`config.mk`:
```
export PLATFORM = sky130hd
export DESIGN_NAME = ber_tlv_stream_parser_top
export DESIGN_NICKNAME = d
export VERILOG_FILES = /design/src/btp_pkg.sv /design/src/btp_front.sv /design/src/btp_queue.sv /design/src/btp_back.sv /design/src/ber_tlv_stream_parser_top.sv
export SDC_FILE = /design/constraint.sdc
export NUM_CORES = 1
export LEC_CHECK = 0
export BUFFER_PORTS_ARGS = -buffer_cell sky130_fd_sc_hd__buf_2
export CORE_AREA = 2 2 270 272
export CTS_BUF_LIST = sky130_fd_sc_hd__clkbuf_8
export DETAILED_ROUTE_END_ITERATION = 16
export DIE_AREA = 0 0 272 274
export GPL_TIMING_DRIVEN = 0
export RECOVER_POWER = 50
export SKIP_CTS_REPAIR_TIMING = 1
export SKIP_LAST_GASP = 1
export SYNTH_ARGS = -nofsm -noshare
export SYNTH_HDL_FRONTEND = slang
export SYNTH_HIERARCHICAL = 1
export SYNTH_SLANG_ARGS = --single-unit
```
`constraint.sdc`:
```
create_clock -name clk -period 8.1 [get_ports clk]
set_input_delay 1.62 -clock clk [delete_from_list [all_inputs] [get_ports clk]]
set_output_delay 1.62 -clock clk [all_outputs]
set_load 0.1 [all_outputs]
```
`src/btp_pkg.sv`:
```
// Shared types and constants for the BER TLV stream parser.
package btp_pkg;

  // Result kinds
  localparam logic [1:0] KIND_HDR  = 2'd0;
  localparam logic [1:0] KIND_VAL  = 2'd1;
  localparam logic [1:0] KIND_DONE = 2'd2;
  localparam logic [1:0] KIND_ERR  = 2'd3;

  // Error codes
  localparam logic [1:0] ERR_TAG   = 2'd0;
  localparam logic [1:0] ERR_INDEF = 2'd1;
  localparam logic [1:0] ERR_WIDE  = 2'd2;
  localparam logic [1:0] ERR_TRUNC = 2'd3;

  // Identifier and length octet fields
  localparam logic [4:0] TAG_LONG_FORM = 5'h1F;
  localparam int         MORE_BIT      = 7;
  localparam int         ACCUM_W       = 32;

  typedef struct packed {
    logic [7:0] in_byte;
    logic       end_of_buffer;
  } item_t;

  typedef struct packed {
    logic [1:0]  kind;
    logic [1:0]  tag_class;
    logic        constructed;
    logic [13:0] tag_number;
    logic [31:0] content_length;
    logic [7:0]  value_byte;
    logic        value_end;
    logic [1:0]  error_code;
    logic        last_of_run;
  } result_t;

  // One queue entry: everything a single input byte causes
  typedef struct packed {
    logic    has_primary;
    result_t primary;
    logic    has_tail;
    logic    tail_err;
  } entry_t;

endpackage

```
`src/btp_front.sv`:
```
// Front end: decodes identifier, length and content bytes into queue entries.
module btp_front #(
  parameter int MAX_LEN_OCTETS = 4
) (
  input  logic            clk,
  input  logic            rst,
  input  logic            accept,
  input  btp_pkg::item_t  item,
  output logic            wr,
  output btp_pkg::entry_t entry
);

  localparam int LW = $clog2(MAX_LEN_OCTETS + 1);

  localparam logic [2:0] PH_ID   = 3'd0;
  localparam logic [2:0] PH_TAG1 = 3'd1;
  localparam logic [2:0] PH_TAG2 = 3'd2;
  localparam logic [2:0] PH_LEN0 = 3'd3;
  localparam logic [2:0] PH_LENN = 3'd4;
  localparam logic [2:0] PH_VAL  = 3'd5;

  logic [2:0]  phase, phase_next;
  logic        flushing, flushing_next;
  logic [1:0]  held_class, held_class_next;
  logic        held_constructed, held_constructed_next;
  logic [13:0] held_tag, held_tag_next;
  logic [LW-1:0] len_left, len_left_next;
  logic [btp_pkg::ACCUM_W-1:0] length_accum, length_accum_next;
  logic [31:0] content_left, content_left_next;

  // Decode one byte
  always_comb begin
    logic [7:0]  b;
    logic        eob;
    logic        prim_v;
    logic        tail_v;
    logic        tail_err;
    btp_pkg::result_t prim;
    logic [6:0]  cnt;
    logic [btp_pkg::ACCUM_W-1:0] acc_new;
    logic [LW-1:0] left_dec;
    logic [31:0] cl_dec;

    b        = item.in_byte;
    eob      = item.end_of_buffer;
    prim_v   = 1'b0;
    tail_v   = 1'b0;
    tail_err = 1'b0;
    prim     = '0;
    cnt      = b[6:0];
    acc_new  = {length_accum[btp_pkg::ACCUM_W-9:0], b};
    left_dec = (len_left != '0) ? len_left - 1'b1 : len_left;
    cl_dec   = (content_left != '0) ? content_left - 32'd1 : content_left;

    phase_next            = phase;
    flushing_next         = flushing;
    held_class_next       = held_class;
    held_constructed_next = held_constructed;
    held_tag_next         = held_tag;
    len_left_next         = len_left;
    length_accum_next     = length_accum;
    content_left_next     = content_left;

    if (flushing) begin
      // Drop bytes until the buffer ends
      if (eob) begin
        flushing_next = 1'b0;
        phase_next    = PH_ID;
      end
    end else begin
      case (phase)
        PH_ID: begin
          held_class_next       = b[7:6];
          held_constructed_next = b[5];
          if (b[4:0] == btp_pkg::TAG_LONG_FORM) begin
            held_tag_next = '0;
            phase_next    = PH_TAG1;
          end else begin
            held_tag_next = {9'd0, b[4:0]};
            phase_next    = PH_LEN0;
          end
        end
        PH_TAG1: begin
          if (b[btp_pkg::MORE_BIT]) begin
            held_tag_next = {b[6:0], 7'd0};
            phase_next    = PH_TAG2;
          end else begin
            held_tag_next = {6'd0, b};
            phase_next    = PH_LEN0;
          end
        end
        PH_TAG2: begin
          if (b[btp_pkg::MORE_BIT]) begin
            prim_v          = 1'b1;
            prim.kind       = btp_pkg::KIND_ERR;
            prim.error_code = btp_pkg::ERR_TAG;
            flushing_next   = 1'b1;
            phase_next      = PH_ID;
          end else begin
            held_tag_next = held_tag | {7'd0, b[6:0]};
            phase_next    = PH_LEN0;
          end
        end
        PH_LEN0: begin
          if (!b[btp_pkg::MORE_BIT]) begin
            prim_v              = 1'b1;
            prim.kind           = btp_pkg::KIND_HDR;
            prim.tag_class      = held_class;
            prim.constructed    = held_constructed;
            prim.tag_number     = held_tag;
            prim.content_length = {24'd0, b};
            content_left_next   = {24'd0, b};
            phase_next          = (b == 8'd0) ? PH_ID : PH_VAL;
          end else if (cnt == 7'd0) begin
            prim_v          = 1'b1;
            prim.kind       = btp_pkg::KIND_ERR;
            prim.error_code = btp_pkg::ERR_INDEF;
            flushing_next   = 1'b1;
            phase_next      = PH_ID;
          end else if (cnt > 7'(MAX_LEN_OCTETS)) begin
            prim_v          = 1'b1;
            prim.kind       = btp_pkg::KIND_ERR;
            prim.error_code = btp_pkg::ERR_WIDE;
            flushing_next   = 1'b1;
            phase_next      = PH_ID;
          end else begin
            length_accum_next = '0;
            len_left_next     = LW'(cnt);
            phase_next        = PH_LENN;
          end
        end
        PH_LENN: begin
          // Shift in one big-endian length byte
          length_accum_next = acc_new;
          len_left_next     = left_dec;
          if (left_dec == '0) begin
            prim_v              = 1'b1;
            prim.kind           = btp_pkg::KIND_HDR;
            prim.tag_class      = held_class;
            prim.constructed    = held_constructed;
            prim.tag_number     = held_tag;
            prim.content_length = acc_new;
            content_left_next   = acc_new;
            phase_next          = (acc_new == '0) ? PH_ID : PH_VAL;
          end
        end
        PH_VAL: begin
          prim_v            = 1'b1;
          prim.kind         = btp_pkg::KIND_VAL;
          prim.value_byte   = b;
          content_left_next = cl_dec;
          if (cl_dec == 32'd0) begin
            prim.value_end = 1'b1;
            phase_next     = PH_ID;
          end
        end
        default: begin
          phase_next = PH_ID;
        end
      endcase

      // Close out the buffer
      if (eob) begin
        if (flushing_next) begin
          flushing_next = 1'b0;
        end else begin
          tail_v   = 1'b1;
          tail_err = (phase_next != PH_ID);
        end
        phase_next = PH_ID;
      end
    end

    wr                = accept && (prim_v || tail_v);
    entry.has_primary = prim_v;
    entry.primary     = prim;
    entry.has_tail    = tail_v;
    entry.tail_err    = tail_err;
  end

  // Hold decode state, advance on each transfer
  always_ff @(posedge clk) begin
    if (rst) begin
      phase        <= PH_ID;
      flushing     <= 1'b0;
      len_left     <= '0;
      content_left <= '0;
    end else if (accept) begin
      phase        <= phase_next;
      flushing     <= flushing_next;
      len_left     <= len_left_next;
      content_left <= content_left_next;
    end
  end

  always_ff @(posedge clk) begin
    if (accept) begin
      held_class       <= held_class_next;
      held_constructed <= held_constructed_next;
      held_tag         <= held_tag_next;
      length_accum     <= length_accum_next;
    end
  end

endmodule

```
`src/btp_queue.sv`:
```
// Small entry queue between the decoder and the result stage.
module btp_queue #(
  parameter int DEPTH = 4
) (
  input  logic            clk,
  input  logic            rst,
  input  logic            wr,
  input  btp_pkg::entry_t wr_entry,
  input  logic            rd,
  output btp_pkg::entry_t rd_entry,
  output logic            full,
  output logic            empty
);

  localparam int PW = (DEPTH > 1) ? $clog2(DEPTH) : 1;
  localparam int CW = $clog2(DEPTH + 1);

  btp_pkg::entry_t slots [DEPTH];
  logic [PW-1:0]   wr_ptr;
  logic [PW-1:0]   rd_ptr;
  logic [CW-1:0]   count;

  assign full     = (count == CW'(DEPTH));
  assign empty    = (count == '0);
  assign rd_entry = slots[rd_ptr];

  // Store entries
  always_ff @(posedge clk) begin
    if (wr) begin
      slots[wr_ptr] <= wr_entry;
    end
  end

  // Advance pointers and occupancy
  always_ff @(posedge clk) begin
    if (rst) begin
      wr_ptr <= '0;
      rd_ptr <= '0;
      count  <= '0;
    end else begin
      if (wr) begin
        wr_ptr <= (wr_ptr == PW'(DEPTH - 1)) ? '0 : wr_ptr + 1'b1;
      end
      if (rd) begin
        rd_ptr <= (rd_ptr == PW'(DEPTH - 1)) ? '0 : rd_ptr + 1'b1;
      end
      if (wr && !rd) begin
        count <= count + 1'b1;
      end else if (rd && !wr) begin
        count <= count - 1'b1;
      end
    end
  end

endmodule

```
`src/btp_back.sv`:
```
// Result stage: splits queue entries into single results for the consumer.
module btp_back (
  input  logic              clk,
  input  logic              rst,
  input  btp_pkg::entry_t   q_entry,
  input  logic              q_empty,
  output logic              q_rd,
  input  logic              pop,
  output logic              empty,
  output btp_pkg::result_t  result
);

  logic            ent_valid;
  btp_pkg::entry_t ent;
  logic            part;
  logic            taken;
  logic            step_tail;

  assign empty     = !ent_valid;
  assign taken     = pop && ent_valid;
  assign step_tail = taken && !part && ent.has_tail;
  assign q_rd      = !q_empty && !step_tail && (!ent_valid || taken);

  // Present primary first, then the end-of-buffer result
  always_comb begin
    result = '0;
    if (!part) begin
      result             = ent.primary;
      result.last_of_run = !ent.has_tail;
    end else begin
      result.kind        = ent.tail_err ? btp_pkg::KIND_ERR : btp_pkg::KIND_DONE;
      result.error_code  = ent.tail_err ? btp_pkg::ERR_TRUNC : 2'd0;
      result.last_of_run = 1'b1;
    end
  end

  // Hold the current entry, advance on transfer
  always_ff @(posedge clk) begin
    if (rst) begin
      ent_valid <= 1'b0;
      part      <= 1'b0;
    end else if (step_tail) begin
      part <= 1'b1;
    end else if (q_rd) begin
      ent_valid <= 1'b1;
      part      <= !q_entry.has_primary;
    end else if (taken) begin
      ent_valid <= 1'b0;
    end
  end

  always_ff @(posedge clk) begin
    if (q_rd) begin
      ent <= q_entry;
    end
  end

endmodule

```
`src/ber_tlv_stream_parser_top.sv`:
```
// A transferred byte's entry is written into the queue, then into the result stage register.
// Throughput: one byte per cycle while full is low; the result stage emits one result per cycle
// while pop is high, so the final byte of a buffer, which may cause two results, needs an extra pop.
// The entry queue of QUEUE_DEPTH entries absorbs stalls on the result side.
// Reset: synchronous, active high; clears decode phase, flush state, queue and result stage.
module ber_tlv_stream_parser_top #(
  parameter int MAX_LEN_OCTETS = 4,
  parameter int QUEUE_DEPTH    = 4
) (
  input  logic             clk,
  input  logic             rst,
  input  logic             push,
  output logic             full,
  input  btp_pkg::item_t   item,
  input  logic             pop,
  output logic             empty,
  output btp_pkg::result_t result
);

  logic            accept;
  logic            wr;
  btp_pkg::entry_t wr_entry;
  btp_pkg::entry_t rd_entry;
  logic            q_rd;
  logic            q_empty;

  assign accept = push && !full;

  btp_front #(
    .MAX_LEN_OCTETS(MAX_LEN_OCTETS)
  ) u_front (
    .clk   (clk),
    .rst   (rst),
    .accept(accept),
    .item  (item),
    .wr    (wr),
    .entry (wr_entry)
  );

  btp_queue #(
    .DEPTH(QUEUE_DEPTH)
  ) u_queue (
    .clk     (clk),
    .rst     (rst),
    .wr      (wr),
    .wr_entry(wr_entry),
    .rd      (q_rd),
    .rd_entry(rd_entry),
    .full    (full),
    .empty   (q_empty)
  );

  btp_back u_back (
    .clk    (clk),
    .rst    (rst),
    .q_entry(rd_entry),
    .q_empty(q_empty),
    .q_rd   (q_rd),
    .pop    (pop),
    .empty  (empty),
    .result (result)
  );

endmodule
```
* Word level (Yosys, flattened, before mapping)
Memories as Yosys holds them, arrays and structs flattened. A register that Yosys moved wholly into a read port is not among the register bits. Cells that the tools add are included.
Cells by class: add/subtract/negate cells 6, $lt $le $gt $ge 1, eq/ne operators 16, mux-type cells 83, bitwise logic cells 3, reductions and logical operators 42
Operators by type and width (number):
- $mux W49 | 2
- $pmux W49 S2 | 1
- $mux W32 | 3
- $pmux W32 S3 | 1
- $mux W24 | 3
- $logic_not A32 Y1 | 2
- $mux W62 | 1
- $mux W58 | 1
- $mux W3 | 18
- $pmux W24 S2 | 1
- $pmux W14 S3 | 1
- $mux W2 | 16
- $reduce_bool A32 Y1 | 1
- $sub A32 B1 Y32 const B | 1
- $mux W14 | 2
- $mux W1 | 26
- $pmux W3 S6 | 1
- $or A14 B7 Y14 | 1
- $ne A2 B2 Y1 const B | 6
- $reduce_bool A3 Y1 | 4
- $eq A3 B3 Y1 const B | 3
- $logic_and A1 B1 Y1 | 9
- $logic_not A1 Y1 | 9
- $logic_not A3 Y1 | 3
- 25 further kinds | 35
Storage, ports and cells: register bits 153, memory bits (writable) 260, input bits 13, word-level logic and storage cells 175, memories kept 1
Memories:
- u_queue.slots | depth 4, width 65, rd ports 1, clocked after memory_dff 1, write ports 1, RTL line btp_queue.sv:18 | btp_pkg::entry_t slots [DEPTH];

* Logic depth before layout (Yosys ltp)
Gate-level depths: netlist (run 1).
depth after elaboration 15, depth in mapped cells 15, mapped depth without buffers 15

* Modules after synthesis
Netlist (run 1), hierarchy kept.
By module, submodules not included:
- btp_queue | instances 1, cells each 388, area each 9958.3 sq um, seq. area each 8107.8 sq um
- btp_front | instances 1, cells each 671, area each 5345.1 sq um, seq. area each 2011.9 sq um
- btp_back | instances 1, cells each 151, area each 2487.4 sq um, seq. area each 1961.9 sq um
- ber_tlv_stream_parser_top | instances 1, cells each 1, area each 13.8 sq um, seq. area each 0.0 sq um

* Least setup slack after synthesis (run 1)
OpenSTA, ideal clock, no wires.
path type input to register, from in pop, to reg u_queue.count[2], library setup time 0.070 ns, data arrival time 6.027 ns, data required time 8.030 ns, setup slack 2.004 ns, cell stages on the path 9, buffers on the path 0, cell sequence a21o_1 -> nor2b_1 -> inv_1 -> ha_1 -> inv_1 -> fa_1 -> xor2_1 -> or3_1 -> a21oi_1
On the way: longest elaborated chain between the ends 9, elaborated cells between the ends (all ways) 12, classes of those cells 1 x mux; 11 x reduce/logical
RTL lines:
- start: declaration | RTL line ber_tlv_stream_parser_top.sv:15 | input logic pop,
- $logic_and A1 B1 Y1 (*) | RTL line btp_back.sv:20 | assign taken = pop && ent_valid;
- $logic_and A1 B1 Y1 (2 in a row) | RTL line btp_back.sv:21 | assign step_tail = taken && !part && ent.has_tail;
- $logic_not A1 Y1 | RTL line btp_back.sv:22 | assign q_rd = !q_empty && !step_tail && (!ent_valid || taken);
- $logic_and A1 B1 Y1 | RTL line btp_back.sv:22
- $logic_and A1 B1 Y1 (*) | RTL line btp_back.sv:22
- named net q_rd | RTL line ber_tlv_stream_parser_top.sv:24 | logic q_rd;
- $logic_not A1 Y1 | RTL line btp_queue.sv:47 | if (wr && !rd) begin
- $logic_and A1 B1 Y1 | RTL line btp_queue.sv:47
- $mux W3 or $reduce_bool A2 Y1 (tied branches)
- end signal: assignment | RTL line btp_queue.sv:48 | count <= count + 1'b1;
- end signal: assignment | RTL line btp_queue.sv:50 | count <= count - 1'b1;
- end: declaration | RTL line btp_queue.sv:21 | logic [CW-1:0] count;
The timed path passes the listed nets; every way through them passes the cells marked *. A chain may end at the register's enable or synchronous reset.

* Final worst setup path (run 1)
from in pop, to reg u_back/ent[36] (netlist name), enable pin
On the way: longest elaborated chain between the ends 6, elaborated cells between the ends (all ways) 7, classes of those cells 7 x reduce/logical
RTL lines:
- $logic_and A1 B1 Y1 (*) | RTL line btp_back.sv:20
- $logic_and A1 B1 Y1 (2 in a row) | RTL line btp_back.sv:21
- $logic_not A1 Y1 | RTL line btp_back.sv:22
- $logic_and A1 B1 Y1 | RTL line btp_back.sv:22
- $logic_and A1 B1 Y1 (*) | RTL line btp_back.sv:22
- named net q_rd | RTL line ber_tlv_stream_parser_top.sv:24
- end signal: assignment | RTL line btp_back.sv:54 | ent <= q_entry;
- end: declaration | RTL line btp_back.sv:14 | btp_pkg::entry_t ent;
Marks and branches as above.

==> results of run 1 <==
[layout by cell type, fill, tap and decap left out, drive strengths merged, types with 5 or more instances in the layout]
cell	instances
edfxtp	365
clkbuf	129
nor2	86
buf	86
nand2	65
mux4	65
nor2b	62
o21ai	53
inv	51
dfxtp	50
a21oi	47
and3	47
and2	32
nor3	30
clkinv	24
a22oi	17
nor4	17
nand4	13
nand3	11
ha	10
a211oi	9
or3	9
o31ai	8
or4	6
nor3b	6
and4	5
o41ai	5
o21a	5
[registers in the layout (all words and copies together), names as in the netlist, named ones only]
signal,flops
u_queue/wr_ptr,2
u_front/len_left,3
u_queue/count,3
u_front/held_class,2
u_front/flushing,1
u_front/content_left,32
u_queue/rd_ptr,2
u_front/held_tag,14
u_front/held_constructed,1
u_queue/slots,260
u_back/part,1
u_back/ent_valid,1
u_front/length_accum,24
u_front/phase,3
u_back/ent,64
[final cells by class]
cell class | count | share of cell area
clock buffer | 63 | 0.0425
buffer | 71 | 0.0153
timing repair buffer | 81 | 0.0241
inverter | 32 | 0.00589
sequential | 415 | 0.587
tap | 959 | 0.0588
clock inverter | 45 | 0.0108
antenna | 1 | 0.000123
multi-input combinational | 686 | 0.256
[path summary, 6_finish.rpt]
kind | from | cells after the start | end | slack (ps)
min reg2reg | u_queue/count[2] | 2 | u_queue/count[2] | 520
max reg2reg | u_back/ent[1] | 5 | u_back/ent[36] | 3530
min | u_queue/count[2] | 2 | u_queue/count[2] | 520
max | pop | 5 | u_back/ent[36] | 2920
[layer usage]
metal	global-route usage	vias to the layer above
li1	-	4954
met1	0.148	5528
met2	0.200	347
met3	0.0197	76
met4	0.0415	0
met5	0	-
[worst max-delay path: cells and delay by family]
kind                   cells  cell delay (ps)
AO/OA/AOI/OAI              1              140
buffers and inverters      3             2510
AND/OR/NAND/NOR            1             1040
[where the power goes]
part	switching, W	internal [W]
Sequential	0.0000739	0.00269
Combinational	0.00201	0.000515
Clock	0.000769	0.000751
Total	0.00285	0.00396
[per-stage QoR]
step / cell area, um2 / cells / total power (W) / worst slack (ps)
6_report: 20400 / 2353 / 0.00681 / 2920
5_1_grt: 20400 / 2353 / 0.00708 / 2400
4_1_cts: 20500 / 2352 / 0.00696 / 3330
3_5_place_dp: 19400 / 2244 / 0.00543 / 2660
3_3_place_gp: 19200 / 2237 / 0.00541 / -0.346
2_1_floorplan: 17700 / 1204 / 0.00490 / 2000
==> qor.txt, run 1 <==
outcome = complete, but fails checks
failing checks = capacitance limit, slew limit
multi-input logic area = 5220 um2
Layout area overhead = 15.5%
Clk pin slew, worst setup/hold paths = 70 ps
# fillers = 7256
clk buf depth = 3
WHS = 521 ps
crit end category = register
cell area after synthesis = 17700 um2
Initial Utilization = 0.245
Slew Viols, Final = 35
largest net degree at the start of global routing = 52
critical path startpoint category = input port
global-route wire length before repair = 66700 um
Detailed Place HPWL = 30700 um
core area = 72000 um2
Reg area = 12000 um2
drt wl/cell = 18.7 um
Worst path most repeated cell = clkbuf_1
Worst path slowest cell = clkbuf_1
Sink Count = 415
Met3 Wirelength = 2300 um
drt initial violations = 821
# port buffers = 74
Mapped Nets = 1228
GRT Overall Usage = 0.116
CTS tree = done
M1 WL = 18600 um
post-layout min period = 5180 ps
Yosys Warn Count = 6
met2 WL = 21900 um
Num CTS Buffers = 60
crit path max fanout = 34
HP Class = register to register
CP arrival = 5370 ps
Final Util = 0.283
drt pass-1 iters = 5
area of the die = 74500 um2
total negative setup slack = 0 ps
Final ANT Viol Nets = 0
via count = 10.9k
Root Buffer = clkbuf_8
Final Setup Violations = 0
share of layout cells above drive strength 1 = 0.182
vias in the first global route = 10.9k
Worst EP required = 8290 ps
PwrDens = 334 nW/um2
residual DRC count = 0
initial antenna violation count = 2
worst path cell trace = clkbuf_1, a21o_1, nor2b_1, clkbuf_1, clkbuf_1
GP Congestion = 0.900
maximum vdd drop = 243 uV
final wirelength = 44000 um
Peak Freq = 0.193 GHz
worst clock skew = 29.8 ps
# Max-Cap Violations = 1
Rows = 99
final hold vios = 0
mean post-synth cell area = 14.7 um2
RSZ-0062 raised after global routing = false
top routing layer in use = met4
nets = 1371
critical path type = input port to register
die height = 274 um
slew margin rel. = -0.267
Clock Latency Late Sink = 630 ps
Slowest Stage Delay on Critical Path = 1430 ps
num ports = 78
chip width = 272 um
Overflow after GRT = 0
routed vias/inst = 4.63
H-Tree Depth = 2
static leakage = 6.96 nW
fin crit share = 0.640
Post-Syn Instances = 1204
Worst Tran Pin Value = 1900 ps
Note: power is estimated with default switching activity, not from simulation.
==> run 2, diff against run 1 <==
==> constraint.sdc (replaced) <==
create_clock -name clk -period 4.66 [get_ports clk]
set_input_delay 0.932 -clock clk [delete_from_list [all_inputs] [get_ports clk]]
set_output_delay 0.932 -clock clk [all_outputs]
set_load 0.1 [all_outputs]
==> run 2 against run 1 <==
Net effect:
- the flow still finishes with violations (capacitance limit, slew limit)
- via count up 1.1%
- non-clock buffer count unchanged
- sequential power up 73%
- critical path depth up 6
- power up 80%
- clock skew up 13 ps
- critical path type is now register to register
==> qor.txt, run 2 (same netlist as run 1, synthesis figures left out) <==
Final ANT Viol Nets = 0 (unchanged)
initial antenna violation count = 5 (was 2)
nets = 1378 (was 1371)
fin crit share = 0.880
GRT Overall Usage = 0.120 (was 0.116)
maximum vdd drop = 439 uV (was 243 uV)
max reg flops = 260 (unchanged)
Layout area overhead = 16.5% (was 15.5%)
WHS = 524 ps (was 521 ps)
share of layout cells above drive strength 1 = 0.156 (was 0.182)
area of the die = 74500 um2 (unchanged)
CTS tree = done (unchanged)
die height = 274 um (unchanged)
drt pass-1 iters = 7 (was 5)
crit path max fanout = 10 (was 34)
setup ws final = 561 ps (was 2920 ps)
Clock power frac = 0.252 (was 0.223)
Sink Count = 415 (unchanged)
critical path startpoint category = register (was input port)
GP Congestion = 0.888 (was 0.900)
Num CTS Buffers = 67 (was 60)
Peak Freq = 0.244 GHz
failing checks = capacitance limit, slew limit (unchanged)
Clock Latency Late Sink = 630 ps (about the same)
Slew Viols, Final = 30 (was 35)
routed vias/inst = 4.66 (was 4.63)
most common cell after layout, fill and taps aside = edfxtp_1 (unchanged)
final hold vios = 0 (unchanged)
drt initial violations = 936 (was 821)
worst clock skew = 42.4 ps (was 29.8 ps)
core area = 72000 um2 (unchanged)
static leakage = 6.93 nW (was 6.96 nW)
hold depth = 2 (unchanged)
chip width = 272 um (unchanged)
post-layout min period = 4100 ps
Clk pin slew, worst setup/hold paths = 60 ps (was 70 ps)
most flop-heavy register = u_queue/slots (unchanged)
HP Class = register to register (unchanged)
RSZ-0062 raised after global routing = false (unchanged)
# Max-Cap Violations = 1 (unchanged)
Worst path slowest cell = nor4b_2 (was clkbuf_1)
Overflow after GRT = 0 (unchanged)
worst path cell trace = inv_1, ha_1, nor4b_2, nand4_1, nor3_2, buf_4, nor2_1, a2111oi_0, a41oi_1, nor3_1, a31oi_1 (was clkbuf_1, a21o_1, nor2b_1, clkbuf_1, clkbuf_1)
slew margin rel. = -0.134 (was -0.267)
residual DRC count = 0 (unchanged)
via count = 11.0k (was 10.9k)
critical path type = register to register (was input port to register)
register share of total power = 0.393 (was 0.406)
Comb pwr share = 0.355 (was 0.370)
reg2reg path depth = 11 (was 5)
Detailed Place HPWL = 30800 um (was 30700 um)
clk buf depth = 3 (unchanged)
vias in the first global route = 11.2k (was 10.9k)
largest net degree at the start of global routing = 56 (was 52)
Rows = 99 (unchanged)
H-Tree Depth = 3 (was 2)
Worst Tran Pin Value = 1700 ps (was 1900 ps)
Initial Utilization = 0.245 (unchanged)
Final Setup Violations = 0 (unchanged)
Sw Pwr = 0.00505 W (was 0.00285 W)
PwrDens = 594 nW/um2 (was 334 nW/um2)
commonest cells after routing, fill and taps aside = edfxtp_1, clkbuf_1, nor2_1, clkbuf_8 (was edfxtp_1, nor2_1, buf_2)
global-route wire length before repair = 67800 um (was 66700 um)
drt wl/cell = 19.0 um (was 18.7 um)
Slowest Stage Delay on Critical Path = 550 ps (was 1430 ps)
dpl cell area = 19400 um2 (about the same)
Final Util = 0.286 (was 0.283)
outcome = complete, but fails checks (unchanged)
final wirelength = 44800 um (was 44000 um)
Root Buffer = clkbuf_8 (unchanged)
crit end category = register (unchanged)
Worst EP required = 4970 ps (was 8290 ps)
Final Cell Area = 20600 um2 (was 20400 um2)
pre-CTS setup slack = -89.8 ps (was 2660 ps)
num ports = 78 (unchanged)
Power Internal = 0.00717 W (was 0.00396 W)
# port buffers = 74 (unchanged)
Switching Fraction = 0.413 (was 0.419)
Largest regs = u_queue/slots x260, u_back/ent x64, u_front/content_left x32 (unchanged)
CP arrival = 4410 ps (was 5370 ps)
[run 2: cell count changes in the layout (fill, tap and decap cells not counted), moves of 2 or more]
cell and delta:
buf_2 -46, clkbuf_1 +46, clkinv_2 -7, and2_0 -10
clkinv_1 +3, and2_1 +10, clkinvlp_4 +2, bufinv_16 +3
clkbuf_8 +10
[run 2: power by group through the flow]
stage               clock, W  combinational (W)  sequential, W
floorplan                  0            0.00367        0.00484
global placement           0            0.00446        0.00491
detailed placement         0            0.00456        0.00487
CTS                  0.00317            0.00457        0.00480
global route         0.00333            0.00457        0.00485
finish               0.00308            0.00434        0.00480
[run 2: final cells by class]
| cell class | instances | area (um2) |
|---|---|---|
| Antenna cell | 2 | 5.00 |
| Buffer | 71 | 312 |
| Fill cell | 7241 | 51400 |
| Timing Repair Buffer | 81 | 423 |
| Tap cell | 959 | 1200 |
| Multi-Input combinational cell | 686 | 5230 |
| Inverter | 32 | 120 |
| Clock inverter | 46 | 309 |
| Sequential cell | 415 | 12000 |
| Clock buffer | 73 | 1000 |
[run 2: final timing paths]
| check | startpoint | to | slack [ps] |
|---|---|---|---|
| min reg2reg | u_queue/count[2] | u_queue/count[2] | 520 |
| min | u_queue/count[2] | u_queue/count[2] | 520 |
| max reg2reg | u_front/content_left[0] | u_queue/slots[0][0] | 560 |
| max | u_front/content_left[0] | u_queue/slots[0][0] | 560 |
[run 2: worst max-delay path, delay by kind of cell (launching register included)]
kind / cells / cell delay, ps
fa+ha+maj: 1 / 270
compound gates: 3 / 1060
buf+inv: 2 / 430
simple gates: 5 / 1640
flops: 1 / 380
[run 2: metrics by stage]
stage | power, W | setup TNS [ps] | cells
finish | 0.0122 | 0 | 2365
global route | 0.0128 | 0 | 2364
CTS | 0.0125 | 0 | 2363
detailed placement | 0.00943 | -89.8 | 2244
global placement | 0.00937 | -480040 | 2237
floorplan | 0.00851 | 0 | 1204
[run 2: per-layer routing]
metal,routed length (um),vias up,track usage
met4,1280,2,0.0505
li1,-,4976,-
met3,3180,81,0.0281
met2,21600,443,0.196
met5,9,-,0
met1,18800,5526,0.151
==> run 3, diff against run 2 <==
--- a/config.mk
+++ b/config.mk
@@ -11,9 +11,11 @@
 export DETAILED_ROUTE_END_ITERATION = 16
 export DIE_AREA = 0 0 272 274
 export GPL_TIMING_DRIVEN = 0
+export PLACE_DENSITY = 0.43
 export RECOVER_POWER = 50
 export SKIP_CTS_REPAIR_TIMING = 1
 export SKIP_LAST_GASP = 1
+export SLEW_MARGIN = 10
 export SYNTH_ARGS = -nofsm -noshare
 export SYNTH_HDL_FRONTEND = slang
 export SYNTH_HIERARCHICAL = 1
==> run 3 against run 2 <==
Net effect:
- the run still ends with capacitance limit, slew limit left
- critical path depth grew 3
- combinational power grew 0.9%
- count of clock-buffer cells in the layout rose by 6
- sequential share of layout area fell by 0.14 points
- die area did not move
- first-iteration DRC count shrank 18%
- non-clock buffer count decreased by 1
- power increased by 1.1%
- via count decreased by 1.5%
- register-to-register slack worse by 50 ps
- cell count hardly changed
==> qor.txt, run 3 (same netlist as run 1, synthesis figures left out) <==
Final ANT Viol Nets = 0 (unchanged)
clk buf depth = 3 (unchanged)
via count = 10.9k (was 11.0k)
share of layout cells above drive strength 1 = 0.156 (about the same)
chip width = 272 um (unchanged)
register share of total power = 0.389 (was 0.393)
Rows = 99 (unchanged)
num ports = 78 (unchanged)
drt wl/cell = 20.9 um (was 19.0 um)
Slowest Stage Delay on Critical Path = 700 ps (was 550 ps)
crit path max fanout = 10 (unchanged)
Worst path most repeated cell = a21oi_1
initial antenna violation count = 4 (was 5)
CP Buf/Inv Count = 2 (unchanged)
Peak Freq = 0.240 GHz (was 0.244 GHz)
PwrDens = 599 nW/um2 (was 594 nW/um2)
static leakage = 6.95 nW (was 6.93 nW)
slew margin rel. = -0.104 (was -0.134)
Sink Count = 415 (unchanged)
Layout area overhead = 16.8% (was 16.5%)
Comb pwr share = 0.354 (was 0.355)
residual DRC count = 0 (unchanged)
worst clock skew = 26.8 ps (was 42.4 ps)
Switching Fraction = 0.415 (was 0.413)
routed vias/inst = 4.59 (was 4.66)
Detailed Place HPWL = 33100 um (was 30800 um)
critical path type = input port to register (was register to register)
Final Cell Area = 20600 um2 (about the same)
global-route wire length before repair = 72900 um (was 67800 um)
Power Internal = 0.00723 W (was 0.00717 W)
failing checks = capacitance limit, slew limit (unchanged)
vias in the first global route = 11.1k (was 11.2k)
drt pass-1 iters = 5 (was 7)
core area = 72000 um2 (unchanged)
Slew Viols, Final = 25 (was 30)
commonest cells after routing, fill and taps aside = edfxtp_1, clkbuf_1, nor2_1, clkbuf_8 (unchanged)
HP Class = register to register (unchanged)
CTS tree = done (unchanged)
# port buffers = 74 (unchanged)
pre-CTS setup slack = -106 ps (was -89.8 ps)
Worst Tran Pin Value = 1660 ps (was 1700 ps)
Overflow after GRT = 0 (unchanged)
nets = 1380 (was 1378)
Root Buffer = clkbuf_8 (unchanged)
Worst path slowest cell = clkbuf_1 (was nor4b_2)
setup ws final = 493 ps (was 561 ps)
fin crit share = 0.894 (was 0.880)
Final Setup Violations = 0 (unchanged)
CP arrival = 4720 ps (was 4410 ps)
Clock power frac = 0.257 (was 0.252)
RSZ-0062 raised after global routing = false (unchanged)
most common cell after layout, fill and taps aside = edfxtp_1 (unchanged)
maximum vdd drop = 390 uV (was 439 uV)
drt initial violations = 766 (was 936)
largest net degree at the start of global routing = 46 (was 56)
Clk pin slew, worst setup/hold paths = 60 ps (about the same)
H-Tree Depth = 3 (unchanged)
Num CTS Buffers = 70 (was 67)
Worst EP required = 5210 ps (was 4970 ps)
Largest regs = u_queue/slots x260, u_back/ent x64, u_front/content_left x32 (unchanged)
dpl cell area = 19400 um2 (about the same)
post-layout min period = 4170 ps (was 4100 ps)
Initial Utilization = 0.245 (unchanged)
Clock Latency Late Sink = 620 ps (was 630 ps)
Worst path top cell family by delay = compound AO/OA/AOI/OAI gates (was simple AND/OR/NAND/NOR gates)
GRT Overall Usage = 0.132 (was 0.120)
crit end category = register (unchanged)
final wirelength = 49400 um (was 44800 um)
die height = 274 um (unchanged)
outcome = complete, but fails checks (unchanged)
final hold vios = 0 (unchanged)
max reg flops = 260 (unchanged)
# Max-Cap Violations = 1 (unchanged)
area of the die = 74500 um2 (unchanged)
Sw Pwr = 0.00512 W (was 0.00505 W)
worst path cell trace = clkbuf_1, o21ai_0, and3b_1, and2_0, nand2_1, nand3_1, a21oi_1, o21a_1, ha_1, inv_1, fa_1, xor2_1, or3_1, a21oi_1 (was inv_1, ha_1, nor4b_2, nand4_1, nor3_2, buf_4, nor2_1, a2111oi_0, a41oi_1, nor3_1, a31oi_1)
GP Congestion = 0.883 (was 0.888)
critical path startpoint category = input port (was register)
most flop-heavy register = u_queue/slots (unchanged)
-- run 3: cell types whose count changed in the layout (fill, tap and decap cells not counted), moves of 2 or more --
cell,delta
clkinv_1,+2
buf_2,-2
clkbuf_8,+6
clkinv_2,-2
-- run 3: per-stage QoR --
stage               setup TNS, ps  std cells  hold slack [ps]  utilization  power [W]
floorplan                       0       1204              460            -    0.00851
global placement          -632500       2237              494        0.267    0.00942
detailed placement          -6840       2243              505        0.270    0.00946
CTS                             0       2366              477        0.288     0.0127
global route                    0       2367              525        0.286     0.0129
finish                          0       2367              513        0.286     0.0124
-- run 3: final timing paths --
path,startpoint,cells past startpoint,to,slack [ps]
worst max-delay path,item[2],14,u_queue/count[2],490
worst min-delay path,u_front/len_left[1],2,u_front/len_left[1],510
worst max register to register,u_front/len_left[0],15,u_queue/count[2],510
worst min register to register,u_front/len_left[1],2,u_front/len_left[1],510
-- run 3: final cells by class --
cell class,count,area [um2]
diodes,1,2.50
flip-flops and latches,415,12000
inverters,32,120
fillers,7337,51400
clock buffers,79,1090
clock inverters,44,267
multi-input cells,686,5230
plain buffers,71,312
repair buffers,80,432
well taps,959,1200
-- run 3: worst reg2reg max path: cells and delay by family (launching register included) --
kind            cells  cell delay, ps
compound gates      5            1810
buf+inv             2             140
xor+xnor            1             160
fa+ha+maj           4            1050
flops               1             380
simple gates        3             540
-- run 3: per-layer routing --
metal / GRT usage / routed length (um) / vias to the layer above
li1: - / - / 4972
met1: 0.170 / 21900 / 5542
met3: 0.0234 / 2080 / 77
met2: 0.221 / 24100 / 273
met4: 0.0509 / 1240 / 2
met5: 0 / 13 / -
-- run 3: power groups by stage --
stage / clock [W] / combinational, W / sequential, W
after global routing: 0.00346 / 0.00459 / 0.00485
after floorplan: 0 / 0.00367 / 0.00484
after global placement: 0 / 0.00449 / 0.00492
final: 0.00318 / 0.00438 / 0.00480
after CTS: 0.00332 / 0.00459 / 0.00480
after detailed placement: 0 / 0.00458 / 0.00488
